File: src/hw/rtl/lcdr_pkg.sv
// Package for the character LCD refresh engine.
// Panel geometry, command/action/phase codes, controller-datapath structs, helpers.
// No dependencies.
package lcdr_pkg;

	// Panel geometry
	localparam int ROWS    = 4;
	localparam int COLUMNS = 20;
	localparam int CELLS   = ROWS * COLUMNS;
	localparam int IDX_W   = $clog2(CELLS);

	// Field widths
	localparam int ROW_W  = 2;
	localparam int COL_W  = 5;
	localparam int CHAR_W = 8;

	// Panel bus constants
	localparam logic [7:0] ADDR_HI_ADJ = 8'h6C;
	localparam logic [7:0] SET_ADDR_OP = 8'b1000_0000;
	localparam logic [7:0] SPACE_CHAR  = 8'h20;

	// Host commands
	typedef enum logic [1:0] {
		CMD_WRITE = 2'd0,
		CMD_CLEAR = 2'd1,
		CMD_SYNC  = 2'd2,
		CMD_TICK  = 2'd3
	} cmd_t;

	// Bus actions
	typedef enum logic [1:0] {
		ACT_NONE  = 2'd0,
		ACT_INSTR = 2'd1,
		ACT_DATA  = 2'd2,
		ACT_BUSY  = 2'd3
	} act_t;

	// Transfer phase
	typedef enum logic [4:0] {
		PH_IDLE      = 5'b00001,
		PH_ADDR      = 5'b00010,
		PH_ADDR_WAIT = 5'b00100,
		PH_DATA      = 5'b01000,
		PH_DATA_WAIT = 5'b10000
	} phase_t;

	// Controller to datapath commands
	typedef struct packed {
		logic init_sweep;  // write zero into all frames at sweep index
		logic fill_sweep;  // write space into user frame at sweep index
		logic copy_sweep;  // copy user frame entry to desired frame
		logic cell_wr;     // host cell write
		logic sync_set;    // mark dirty, restart scan position
		logic res_none;    // load an empty result
		logic tick_step;   // advance a transfer in progress
		logic scan_load;   // start a difference scan
		logic scan_run;    // scan one cell per cycle
	} ctl_cmd_t;

	// Datapath to controller status
	typedef struct packed {
		logic dirty;
		logic xfer_idle;
		logic sweep_last;
		logic scan_hit;
		logic scan_miss;
	} dp_stat_t;

	// Linear cell index in row-major order
	function automatic logic [IDX_W-1:0] cell_index(input logic [ROW_W-1:0] r,
			input logic [COL_W-1:0] c);
		return IDX_W'(int'(r) * COLUMNS + int'(c));
	endfunction

	// DDRAM address of a cell
	function automatic logic [7:0] cell_address(input logic [ROW_W-1:0] r,
			input logic [COL_W-1:0] c);
		logic [7:0] a;
		a = {r, 6'b0} + {3'b0, c};
		if (r > 2'd1) begin
			a = a - ADDR_HI_ADJ;
		end
		return a;
	endfunction

endpackage

File: src/hw/rtl/lcdr_dp.sv
// Datapath of the LCD refresh engine: the three frame memories, sweep and scan
// counters, transfer registers and the result registers. Uses lcdr_pkg.
module lcdr_dp (
	input  logic                     clk,
	input  logic                     arst_n,
	input  lcdr_pkg::ctl_cmd_t       cmd,
	input  logic [lcdr_pkg::ROW_W-1:0]  row,
	input  logic [lcdr_pkg::COL_W-1:0]  col,
	input  logic [lcdr_pkg::CHAR_W-1:0] char_code,
	input  logic                     busy_flag,
	output lcdr_pkg::dp_stat_t       stat,
	output logic [1:0]               bus_action,
	output logic [7:0]               bus_data,
	output logic                     refresh_pending
);

	localparam int IW = lcdr_pkg::IDX_W;
	localparam int RW = lcdr_pkg::ROW_W;
	localparam int CW = lcdr_pkg::COL_W;

	// Frame memories
	logic [7:0] user_mem [lcdr_pkg::CELLS];
	logic [7:0] des_mem  [lcdr_pkg::CELLS];
	logic [7:0] shd_mem  [lcdr_pkg::CELLS];

	// Sweep and copy pipeline
	logic [IW-1:0] sweep_q;
	logic          cp_vld_s1;
	logic [IW-1:0] cp_idx_s1;
	logic [7:0]    user_rd_s1;

	// Scan pointer, in-flight tag and read data
	logic          ptr_vld_q;
	logic [RW-1:0] ptr_row_q;
	logic [CW-1:0] ptr_col_q;
	logic [IW-1:0] ptr_idx_q;
	logic          tag_vld_s1;
	logic [RW-1:0] tag_row_s1;
	logic [CW-1:0] tag_col_s1;
	logic [IW-1:0] tag_idx_s1;
	logic [7:0]    des_rd_s1;
	logic [7:0]    shd_rd_s1;

	// Architectural state
	logic          dirty_q;
	lcdr_pkg::phase_t phase_q;
	logic [RW-1:0] scan_row_q;
	logic [CW-1:0] scan_col_q;
	logic [IW-1:0] scan_idx_q;
	logic [7:0]    last_addr_q;
	logic [7:0]    pend_q;
	lcdr_pkg::act_t act_q;
	logic [7:0]    data_q;

	// Combinational helpers
	logic          sweep_any;
	logic          sweep_last;
	logic          cell_ok;
	logic [IW-1:0] cell_idx;
	logic          user_we;
	logic [IW-1:0] user_wa;
	logic [7:0]    user_wd;
	logic          des_we;
	logic [IW-1:0] des_wa;
	logic [7:0]    des_wd;
	logic          tag_diff;
	logic          tag_last;
	logic          scan_hit;
	logic          scan_miss;
	logic [7:0]    hit_addr;
	logic          hit_seq;
	logic          ptr_last;
	logic          issue;

	assign sweep_any  = cmd.init_sweep | cmd.fill_sweep | cmd.copy_sweep;
	assign sweep_last = (sweep_q == IW'(lcdr_pkg::CELLS - 1));

	// Host cell write decode
	assign cell_ok  = ({1'b0, row} < (RW + 1)'(lcdr_pkg::ROWS)) &&
		({1'b0, col} < (CW + 1)'(lcdr_pkg::COLUMNS));
	assign cell_idx = lcdr_pkg::cell_index(row, col);

	// User frame write port
	always_comb begin
		user_we = cmd.init_sweep | cmd.fill_sweep | (cmd.cell_wr & cell_ok);
		user_wa = cmd.cell_wr ? cell_idx : sweep_q;
		if (cmd.init_sweep) begin
			user_wd = 8'h00;
		end else if (cmd.fill_sweep) begin
			user_wd = lcdr_pkg::SPACE_CHAR;
		end else begin
			user_wd = char_code;
		end
	end

	// Desired frame write port
	assign des_we = cmd.init_sweep | cp_vld_s1;
	assign des_wa = cmd.init_sweep ? sweep_q : cp_idx_s1;
	assign des_wd = cmd.init_sweep ? 8'h00 : user_rd_s1;

	// Scan compare on the cell read last cycle
	assign tag_diff  = tag_vld_s1 && (des_rd_s1 != shd_rd_s1);
	assign tag_last  = (tag_row_s1 == RW'(lcdr_pkg::ROWS - 1)) &&
		(tag_col_s1 == CW'(lcdr_pkg::COLUMNS - 1));
	assign scan_hit  = cmd.scan_run && tag_diff;
	assign scan_miss = cmd.scan_run && tag_vld_s1 && !tag_diff && tag_last;
	assign hit_addr  = lcdr_pkg::cell_address(tag_row_s1, tag_col_s1);
	assign hit_seq   = ({1'b0, hit_addr} == ({1'b0, last_addr_q} + 9'd1));
	assign ptr_last  = (ptr_row_q == RW'(lcdr_pkg::ROWS - 1)) &&
		(ptr_col_q == CW'(lcdr_pkg::COLUMNS - 1));
	assign issue     = cmd.scan_run && ptr_vld_q;

	// User frame memory
	always_ff @(posedge clk) begin
		if (user_we) begin
			user_mem[user_wa] <= user_wd;
		end
		user_rd_s1 <= user_mem[sweep_q];
	end

	// Desired frame memory
	always_ff @(posedge clk) begin
		if (des_we) begin
			des_mem[des_wa] <= des_wd;
		end
		des_rd_s1 <= des_mem[ptr_idx_q];
	end

	// Shadow frame memory
	always_ff @(posedge clk) begin
		if (cmd.init_sweep) begin
			shd_mem[sweep_q] <= 8'h00;
		end else if (scan_hit) begin
			shd_mem[tag_idx_s1] <= des_rd_s1;
		end
		shd_rd_s1 <= shd_mem[ptr_idx_q];
	end

	// Sweep counter and copy pipeline
	always_ff @(posedge clk or negedge arst_n) begin
		if (!arst_n) begin
			sweep_q   <= '0;
			cp_vld_s1 <= 1'b0;
			cp_idx_s1 <= '0;
		end else begin
			cp_vld_s1 <= cmd.copy_sweep;
			cp_idx_s1 <= sweep_q;
			if (sweep_any) begin
				sweep_q <= sweep_last ? '0 : sweep_q + IW'(1);
			end
		end
	end

	// Scan pointer and in-flight tag
	always_ff @(posedge clk or negedge arst_n) begin
		if (!arst_n) begin
			ptr_vld_q  <= 1'b0;
			ptr_row_q  <= '0;
			ptr_col_q  <= '0;
			ptr_idx_q  <= '0;
			tag_vld_s1 <= 1'b0;
			tag_row_s1 <= '0;
			tag_col_s1 <= '0;
			tag_idx_s1 <= '0;
		end else if (cmd.scan_load) begin
			ptr_vld_q  <= 1'b1;
			ptr_row_q  <= scan_row_q;
			ptr_col_q  <= scan_col_q;
			ptr_idx_q  <= scan_idx_q;
			tag_vld_s1 <= 1'b0;
		end else if (cmd.scan_run) begin
			tag_vld_s1 <= issue;
			tag_row_s1 <= ptr_row_q;
			tag_col_s1 <= ptr_col_q;
			tag_idx_s1 <= ptr_idx_q;
			if (issue) begin
				ptr_idx_q <= ptr_idx_q + IW'(1);
				if (ptr_last) begin
					ptr_vld_q <= 1'b0;
				end
				if (ptr_col_q == CW'(lcdr_pkg::COLUMNS - 1)) begin
					ptr_col_q <= '0;
					ptr_row_q <= ptr_row_q + RW'(1);
				end else begin
					ptr_col_q <= ptr_col_q + CW'(1);
				end
			end
		end
	end

	// Dirty mark, scan position, transfer phase and result
	always_ff @(posedge clk or negedge arst_n) begin
		if (!arst_n) begin
			dirty_q     <= 1'b0;
			phase_q     <= lcdr_pkg::PH_IDLE;
			scan_row_q  <= '0;
			scan_col_q  <= '0;
			scan_idx_q  <= '0;
			last_addr_q <= '0;
			pend_q      <= '0;
			act_q       <= lcdr_pkg::ACT_NONE;
			data_q      <= '0;
		end else begin
			if (cmd.sync_set) begin
				dirty_q    <= 1'b1;
				scan_row_q <= '0;
				scan_col_q <= '0;
				scan_idx_q <= '0;
			end
			if (cmd.res_none) begin
				act_q  <= lcdr_pkg::ACT_NONE;
				data_q <= '0;
			end
			// transfer already under way
			if (cmd.tick_step) begin
				unique case (phase_q)
					lcdr_pkg::PH_ADDR: begin
						act_q   <= lcdr_pkg::ACT_INSTR;
						data_q  <= lcdr_pkg::SET_ADDR_OP | last_addr_q;
						phase_q <= lcdr_pkg::PH_ADDR_WAIT;
					end
					lcdr_pkg::PH_DATA: begin
						act_q   <= lcdr_pkg::ACT_DATA;
						data_q  <= pend_q;
						phase_q <= lcdr_pkg::PH_DATA_WAIT;
					end
					lcdr_pkg::PH_ADDR_WAIT: begin
						act_q  <= lcdr_pkg::ACT_BUSY;
						data_q <= '0;
						if (!busy_flag) begin
							phase_q <= lcdr_pkg::PH_DATA;
						end
					end
					lcdr_pkg::PH_DATA_WAIT: begin
						act_q  <= lcdr_pkg::ACT_BUSY;
						data_q <= '0;
						if (!busy_flag) begin
							phase_q <= lcdr_pkg::PH_IDLE;
						end
					end
					default: begin
						act_q  <= lcdr_pkg::ACT_NONE;
						data_q <= '0;
					end
				endcase
			end
			// differing cell found: start its transfer at once
			if (scan_hit) begin
				scan_row_q  <= tag_row_s1;
				scan_col_q  <= tag_col_s1;
				scan_idx_q  <= tag_idx_s1;
				last_addr_q <= hit_addr;
				pend_q      <= des_rd_s1;
				if (hit_seq) begin
					act_q   <= lcdr_pkg::ACT_DATA;
					data_q  <= des_rd_s1;
					phase_q <= lcdr_pkg::PH_DATA_WAIT;
				end else begin
					act_q   <= lcdr_pkg::ACT_INSTR;
					data_q  <= lcdr_pkg::SET_ADDR_OP | hit_addr;
					phase_q <= lcdr_pkg::PH_ADDR_WAIT;
				end
			end
			// full pass with no difference
			if (scan_miss) begin
				scan_row_q <= '0;
				scan_col_q <= '0;
				scan_idx_q <= '0;
				dirty_q    <= 1'b0;
				act_q      <= lcdr_pkg::ACT_NONE;
				data_q     <= '0;
			end
		end
	end

	// Status and outputs
	assign stat.dirty      = dirty_q;
	assign stat.xfer_idle  = (phase_q == lcdr_pkg::PH_IDLE);
	assign stat.sweep_last = sweep_last;
	assign stat.scan_hit   = scan_hit;
	assign stat.scan_miss  = scan_miss;

	assign bus_action      = act_q;
	assign bus_data        = data_q;
	assign refresh_pending = dirty_q;

	// A transfer only runs while the display is marked dirty
	a_phase_dirty: assert property (@(posedge clk) disable iff (!arst_n)
		(phase_q != lcdr_pkg::PH_IDLE) |-> dirty_q)
		else $error("transfer phase active while clean");

	// A scan hit always starts a transfer
	a_hit_phase: assert property (@(posedge clk) disable iff (!arst_n)
		scan_hit |=> (phase_q == lcdr_pkg::PH_ADDR_WAIT ||
			phase_q == lcdr_pkg::PH_DATA_WAIT))
		else $error("scan hit without transfer");

	// Copy write stage follows a copy read
	a_copy_pipe: assert property (@(posedge clk) disable iff (!arst_n)
		cp_vld_s1 |-> $past(cmd.copy_sweep))
		else $error("desired frame write without copy read");

endmodule

File: src/hw/rtl/lcdr_ctrl.sv
// Controller of the LCD refresh engine: request acceptance, reset clearing
// pass, fill/copy sweeps and difference scan sequencing. Uses lcdr_pkg.
module lcdr_ctrl (
	input  logic                clk,
	input  logic                arst_n,
	input  logic                start,
	input  logic [1:0]          command,
	input  lcdr_pkg::dp_stat_t  stat,
	output lcdr_pkg::ctl_cmd_t  cmd,
	output logic                busy,
	output logic                done
);

	typedef enum logic [4:0] {
		ST_INIT = 5'b00001,
		ST_IDLE = 5'b00010,
		ST_FILL = 5'b00100,
		ST_COPY = 5'b01000,
		ST_SCAN = 5'b10000
	} state_t;

	state_t state_q;
	state_t state_d;
	logic   done_q;
	logic   done_d;
	logic   accept;

	assign accept = start && (state_q == ST_IDLE);

	// Next state and datapath commands
	always_comb begin
		state_d = state_q;
		done_d  = 1'b0;
		cmd     = '0;
		unique case (state_q)
			ST_INIT: begin
				cmd.init_sweep = 1'b1;
				if (stat.sweep_last) begin
					state_d = ST_IDLE;
				end
			end
			ST_IDLE: begin
				if (accept) begin
					unique case (lcdr_pkg::cmd_t'(command))
						lcdr_pkg::CMD_WRITE: begin
							cmd.cell_wr  = 1'b1;
							cmd.res_none = 1'b1;
							done_d       = 1'b1;
						end
						lcdr_pkg::CMD_CLEAR: begin
							state_d = ST_FILL;
						end
						lcdr_pkg::CMD_SYNC: begin
							cmd.sync_set = 1'b1;
							state_d      = ST_COPY;
						end
						lcdr_pkg::CMD_TICK: begin
							if (!stat.dirty) begin
								cmd.res_none = 1'b1;
								done_d       = 1'b1;
							end else if (!stat.xfer_idle) begin
								cmd.tick_step = 1'b1;
								done_d        = 1'b1;
							end else begin
								cmd.scan_load = 1'b1;
								state_d       = ST_SCAN;
							end
						end
						default: begin
							cmd.res_none = 1'b1;
							done_d       = 1'b1;
						end
					endcase
				end
			end
			ST_FILL: begin
				cmd.fill_sweep = 1'b1;
				if (stat.sweep_last) begin
					cmd.res_none = 1'b1;
					done_d       = 1'b1;
					state_d      = ST_IDLE;
				end
			end
			ST_COPY: begin
				cmd.copy_sweep = 1'b1;
				if (stat.sweep_last) begin
					cmd.res_none = 1'b1;
					done_d       = 1'b1;
					state_d      = ST_IDLE;
				end
			end
			ST_SCAN: begin
				cmd.scan_run = 1'b1;
				if (stat.scan_hit || stat.scan_miss) begin
					done_d  = 1'b1;
					state_d = ST_IDLE;
				end
			end
			default: begin
				state_d = ST_IDLE;
			end
		endcase
	end

	// State and result strobe
	always_ff @(posedge clk or negedge arst_n) begin
		if (!arst_n) begin
			state_q <= ST_INIT;
			done_q  <= 1'b0;
		end else begin
			state_q <= state_d;
			done_q  <= done_d;
		end
	end

	assign busy = (state_q != ST_IDLE);
	assign done = done_q;

	// Scan ends on a hit or a clean pass, with a result
	a_scan_end: assert property (@(posedge clk) disable iff (!arst_n)
		(state_q == ST_SCAN && (stat.scan_hit || stat.scan_miss)) |=>
			(state_q == ST_IDLE && done_q))
		else $error("scan end without result");

	// No result during the reset clearing pass
	a_init_quiet: assert property (@(posedge clk) disable iff (!arst_n)
		(state_q == ST_INIT) |-> !done_q)
		else $error("result during clearing pass");

	// Hit and clean-pass are exclusive
	a_hit_miss: assert property (@(posedge clk) disable iff (!arst_n)
		!(stat.scan_hit && stat.scan_miss))
		else $error("scan hit and miss together");

endmodule

File: src/hw/rtl/char_lcd_diff_refresh_core.sv
// Top level of the character LCD refresh engine (4x20 panel).
// Instantiates lcdr_ctrl and lcdr_dp; uses lcdr_pkg.
//
//  channel  | handshake           | payload
//  ---------+---------------------+-------------------------------------------
//  request  | start in, busy out  | command, row, col, char_code, busy_flag
//  result   | done out (1 cycle)  | bus_action, bus_data, refresh_pending
//
// Cell write, clean tick and tick during a transfer: result in the cycle after
// acceptance. Clear and sync: sweep over the user frame memory port.
// Scanning tick: one frame memory read per cycle. After reset a clearing pass
// runs with busy high. The result strobe cannot be held off; the next request
// may be taken at the edge that ends the strobe cycle.
module char_lcd_diff_refresh_core (
	input  logic       clk,
	input  logic       arst_n,
	input  logic       start,
	output logic       busy,
	input  logic [1:0] command,
	input  logic [1:0] row,
	input  logic [4:0] col,
	input  logic [7:0] char_code,
	input  logic       busy_flag,
	output logic       done,
	output logic [1:0] bus_action,
	output logic [7:0] bus_data,
	output logic       refresh_pending
);

	lcdr_pkg::ctl_cmd_t ctl_cmd;
	lcdr_pkg::dp_stat_t dp_stat;

	// Sequencer
	lcdr_ctrl u_ctrl (
		.clk     (clk),
		.arst_n  (arst_n),
		.start   (start),
		.command (command),
		.stat    (dp_stat),
		.cmd     (ctl_cmd),
		.busy    (busy),
		.done    (done)
	);

	// Frames, counters and result registers
	lcdr_dp u_dp (
		.clk             (clk),
		.arst_n          (arst_n),
		.cmd             (ctl_cmd),
		.row             (row),
		.col             (col),
		.char_code       (char_code),
		.busy_flag       (busy_flag),
		.stat            (dp_stat),
		.bus_action      (bus_action),
		.bus_data        (bus_data),
		.refresh_pending (refresh_pending)
	);

endmodule

File: config.mk
export PLATFORM = sky130hd
export DESIGN_NAME = char_lcd_diff_refresh_core
export DESIGN_NICKNAME = d
export VERILOG_FILES = /design/src/hw/rtl/lcdr_pkg.sv /design/src/hw/rtl/lcdr_dp.sv /design/src/hw/rtl/lcdr_ctrl.sv /design/src/hw/rtl/char_lcd_diff_refresh_core.sv
export SDC_FILE = /design/constraint.sdc
export NUM_CORES = 2
export LEC_CHECK = 0
export BUFFER_PORTS_ARGS = -buffer_cell sky130_fd_sc_hd__buf_4
export CELL_PAD_IN_SITES_DETAIL_PLACEMENT = 1
export CELL_PAD_IN_SITES_GLOBAL_PLACEMENT = 1
export CORE_UTILIZATION = 45
export DETAILED_ROUTE_END_ITERATION = 16
export GPL_ROUTABILITY_DRIVEN = 0
export GPL_TIMING_DRIVEN = 0
export PLACE_DENSITY_LB_ADDON = 0.1
export SKIP_CTS_REPAIR_TIMING = 1
export SLEW_MARGIN = 20
export SYNTH_ARGS = -nofsm -noshare
export SYNTH_HDL_FRONTEND = slang
export SYNTH_SLANG_ARGS = --single-unit
File: constraint.sdc
create_clock -name clk -period 8.9 [get_ports clk]
set_input_delay 0.89 -clock clk [delete_from_list [all_inputs] [get_ports clk]]
set_output_delay 0.89 -clock clk [all_outputs]
set_load 0.005 [all_outputs]
==> flow_summary.toml <==
[cts]
cts_buffer_depth = 3
clock_latency_ns = 0.86
numClockSinks = 2040
tritoncts = "yes"
cts-root-buf = "clkbuf_16"
clk_pin_slew_ns = 0.06
cts_max_level = 4
numCtsBuffers = 209

[synth]
ys_seq_area_share_pct = 74.9
ys_ff_latch = 2040
synth-simple-area-share_pct = 3.90
syn_area_mm2 = 0.0809
synth_top_family_by_area = "multiplexers"
syn_inst = 4103
synth-compound-area-share_pct = 3.57
synth_area_leader_cell = "edfxtp_1"
syn_avg_cell_area_um2 = 19.7
async_reset_ff_share_pct = 4.71
ys_top_cells_by_area = "edfxtp_1 (71%), mux4_2 (13%), dfrtp_1 (2.9%)"
synth_nets = 4140
synthAdderAreaFrac_pct = 0.257
synth_xor_area_share_pct = 0.303
synth_top_area_share_pct = 71.3
synth_cell_types = 85
synthMuxAreaShare_pct = 15.5
ys.flop_type = "edfxtp_1"
yosysWarnings = 0
synth-edff-count = 1920

[setup_path]
r2r_setup_slack_ns = 3.62
critPathLaunchType = "flop"
cp-end-kind = "flop"
r2r-end = "u_dp.des_mem[3][6]$_DFFE_PP_"
critical_path_peak_fanout = 10
r2r_cells = 7
r2r-start = "u_dp.sweep_q[1]$_DFFE_PN0P_"
path_class = "flop to flop"
cp.arrival_ns = 5.73
worstPathRequired_ns = 9.35

[run]
max_cap_viol_count = 0

[sta]
finClkSkew_ns = 0.0407
max_freq_ghz = 0.190
finalCriticalPeriod_ns = 5.28
hold_violations = 0
slew_headroom_pct = 12.5
timing.hold.ws_ns = 0.171
max_slew.worst_pin.slew_ns = 1.31
setup_viol = 0
rsz0062_at_grt = "no"
fin_crit_sh_pct = 59.3
slew_violations = 0

[power]
p_total_mw = 23.4
seqPwrFrac_pct = 48.1
clockPowerShare_pct = 37.0
p_sw_mw = 6.21
max-vdd-ir-drop_mv = 0.202
power_frac_comb_pct = 14.9
intPower_mw = 17.1
swShare_pct = 26.6
p_leak_nw = 27.9
p_per_area_mw_per_mm2 = 255

[layout]
drive_gt1_share_pct = 23.1
mostFrequentLayoutCell = "edfxtp_1"
layout_common_cells = "edfxtp_1 (1920), mux4_2 (459), nor2_1 (316)"
nNetsFinal = 4422
syn2layout_area_growth_pct = 13.4
fill_cells = 16000
final_cell_area_mm2 = 0.0917

[global_route]
grt_start_max_net_pins = 97
grt_pass1_wl_um = 365000
antenna_found_initial = 6
grt_use_total_pct = 29.4
grt_pass1_vias = 44800
grt_overflow_total = 0

[floorplan]
dieWidth_um = 426
coreArea_mm2 = 0.178
die_h_um = 426
dieArea_mm2 = 0.181
start_util_pct = 45.3
rows = 155
io_pins = 34

[run_status]
status = "finished, final reports clean"

[routing]
antenna_left = 0
routed_wl_um = 264000
wl_met2_um = 130000
drt_pass1_iterations = 6
top_layer_used = "met4"
vias_per_cell = 6.31
wl_met3_um = 17600
wire_per_inst_um = 38.2
routed-via-count = 43600
met1_length_um = 105000
drc = 0
drt_first_iter_violations = 4858

[placed_design]
port_buffers = 33
dp.final_hpwl_um = 176000
place_area_mm2 = 0.0850

[hold_path]
hold_path_class = "input port to asynchronous set/reset pin"
-- metrics by stage --
stage / TNS (ns) / util (%) / instances / setup slack [ns]
after floorplan: 0 / - / 4103 / 4.00
after global placement: -5.09 / 47.1 / 6491 / -0.0750
after detailed placement: 0 / 47.7 / 6528 / 3.75
after CTS: 0 / 51.4 / 6908 / 3.71
after global routing: 0 / 51.4 / 6910 / 3.66
final: 0 / 51.4 / 6914 / 3.62
-- registers in the layout, indices dropped and copies added, names as in the netlist, 8 cells and up --
name	flops
u_dp.shd_rd_s1	8
u_dp.bus_data	8
u_dp.user_rd_s1	8
u_dp.shd_mem	640
u_dp.des_rd_s1	8
u_dp.user_mem	640
u_dp.des_mem	640
u_dp.last_addr_q	8
u_dp.pend_q	8
-- cell usage after synthesis, types with 27 or more instances --
cell type / instances
edfxtp_1: 1920
mux4_2: 459
nor2_1: 321
mux2i_1: 190
nand2_1: 152
dfrtp_1: 94
o21ai_0: 73
buf_2: 66
clkbuf_1: 63
nand3_1: 60
a21oi_1: 54
o22ai_1: 50
nor3_1: 42
and2_1: 33
buf_4: 33
buf_6: 29
nor2b_1: 27
-- final cells by class --
class | count | area [um^2] | share of cell area [%]
flip-flops and latches | 2040 | 60500 | 66.0
multi-input cells | 1830 | 19200 | 20.9
clock buffers | 287 | 5870 | 6.40
well taps | 2355 | 2950 | 3.21
plain buffers | 212 | 1250 | 1.36
repair buffers | 71 | 1060 | 1.16
clock inverters | 93 | 781 | 0.851
inverters | 21 | 78.8 | 0.0860
diodes | 5 | 12.5 | 0.0136
-- power groups by stage --
| stage | Clock, mW | Combinational (mW) | Sequential (mW) |
|---|---|---|---|
| after floorplan | 0 | 1.87 | 11.4 |
| after global routing | 9.04 | 3.62 | 11.2 |
| after detailed placement | 0 | 3.48 | 11.4 |
| after CTS | 8.73 | 3.48 | 11.2 |
| final | 8.65 | 3.48 | 11.2 |
| after global placement | 0 | 3.24 | 11.5 |
-- worst max-delay path by stage --
stage | start | end | slack (ns) | depth (start not counted)
6_report | u_dp.sweep_q[1]$_DFFE_PN0P_ | u_dp.des_mem[3][6]$_DFFE_PP_ | 3.62 | 7
4_1_cts | u_dp.sweep_q[1]$_DFFE_PN0P_ | u_dp.des_mem[35][2]$_DFFE_PP_ | 3.71 | 7
3_3_place_gp | char_code[5] | u_dp.user_mem[78][5]$_DFFE_PP_ | -0.07 | 3
2_1_floorplan | char_code[5] | u_dp.user_mem[0][5]$_DFFE_PP_ | 4.00 | 2
3_5_place_dp | u_dp.sweep_q[1]$_DFFE_PN0P_ | u_dp.des_mem[52][0]$_DFFE_PP_ | 3.75 | 7
5_1_grt | u_dp.sweep_q[1]$_DFFE_PN0P_ | u_dp.des_mem[18][4]$_DFFE_PP_ | 3.66 | 7
-- critical path, stage by stage (launching register included) --
cell and delay (ns):
dfrtp_1 0.55, buf_2 0.36, buf_2 0.47, buf_2 0.52, nand2_1 0.50, o21ai_0 0.59
nand2_1 0.74, nor2_1 1.07
-- logic make-up (layout without fill, tap and decap cells) --
logic type,count (synthesis),count (layout)
adder cells (fa/ha/maj),16,16
flip-flops,2040,2040
AO/OA/AOI/OAI,406,406
other,0,5
buffers and inverters,233,684
multiplexers,675,675
AND/OR/NAND/NOR,705,705
XOR/XNOR,28,28
-- layer usage --
layer | vias up | track usage [%]
met3 | 489 | 4.82
met5 | - | 0
met1 | 23800 | 38.9
met4 | 0 | 11.9
met2 | 1914 | 48.7
li1 | 17500 | -
Note: power is estimated with default switching activity, not from simulation.
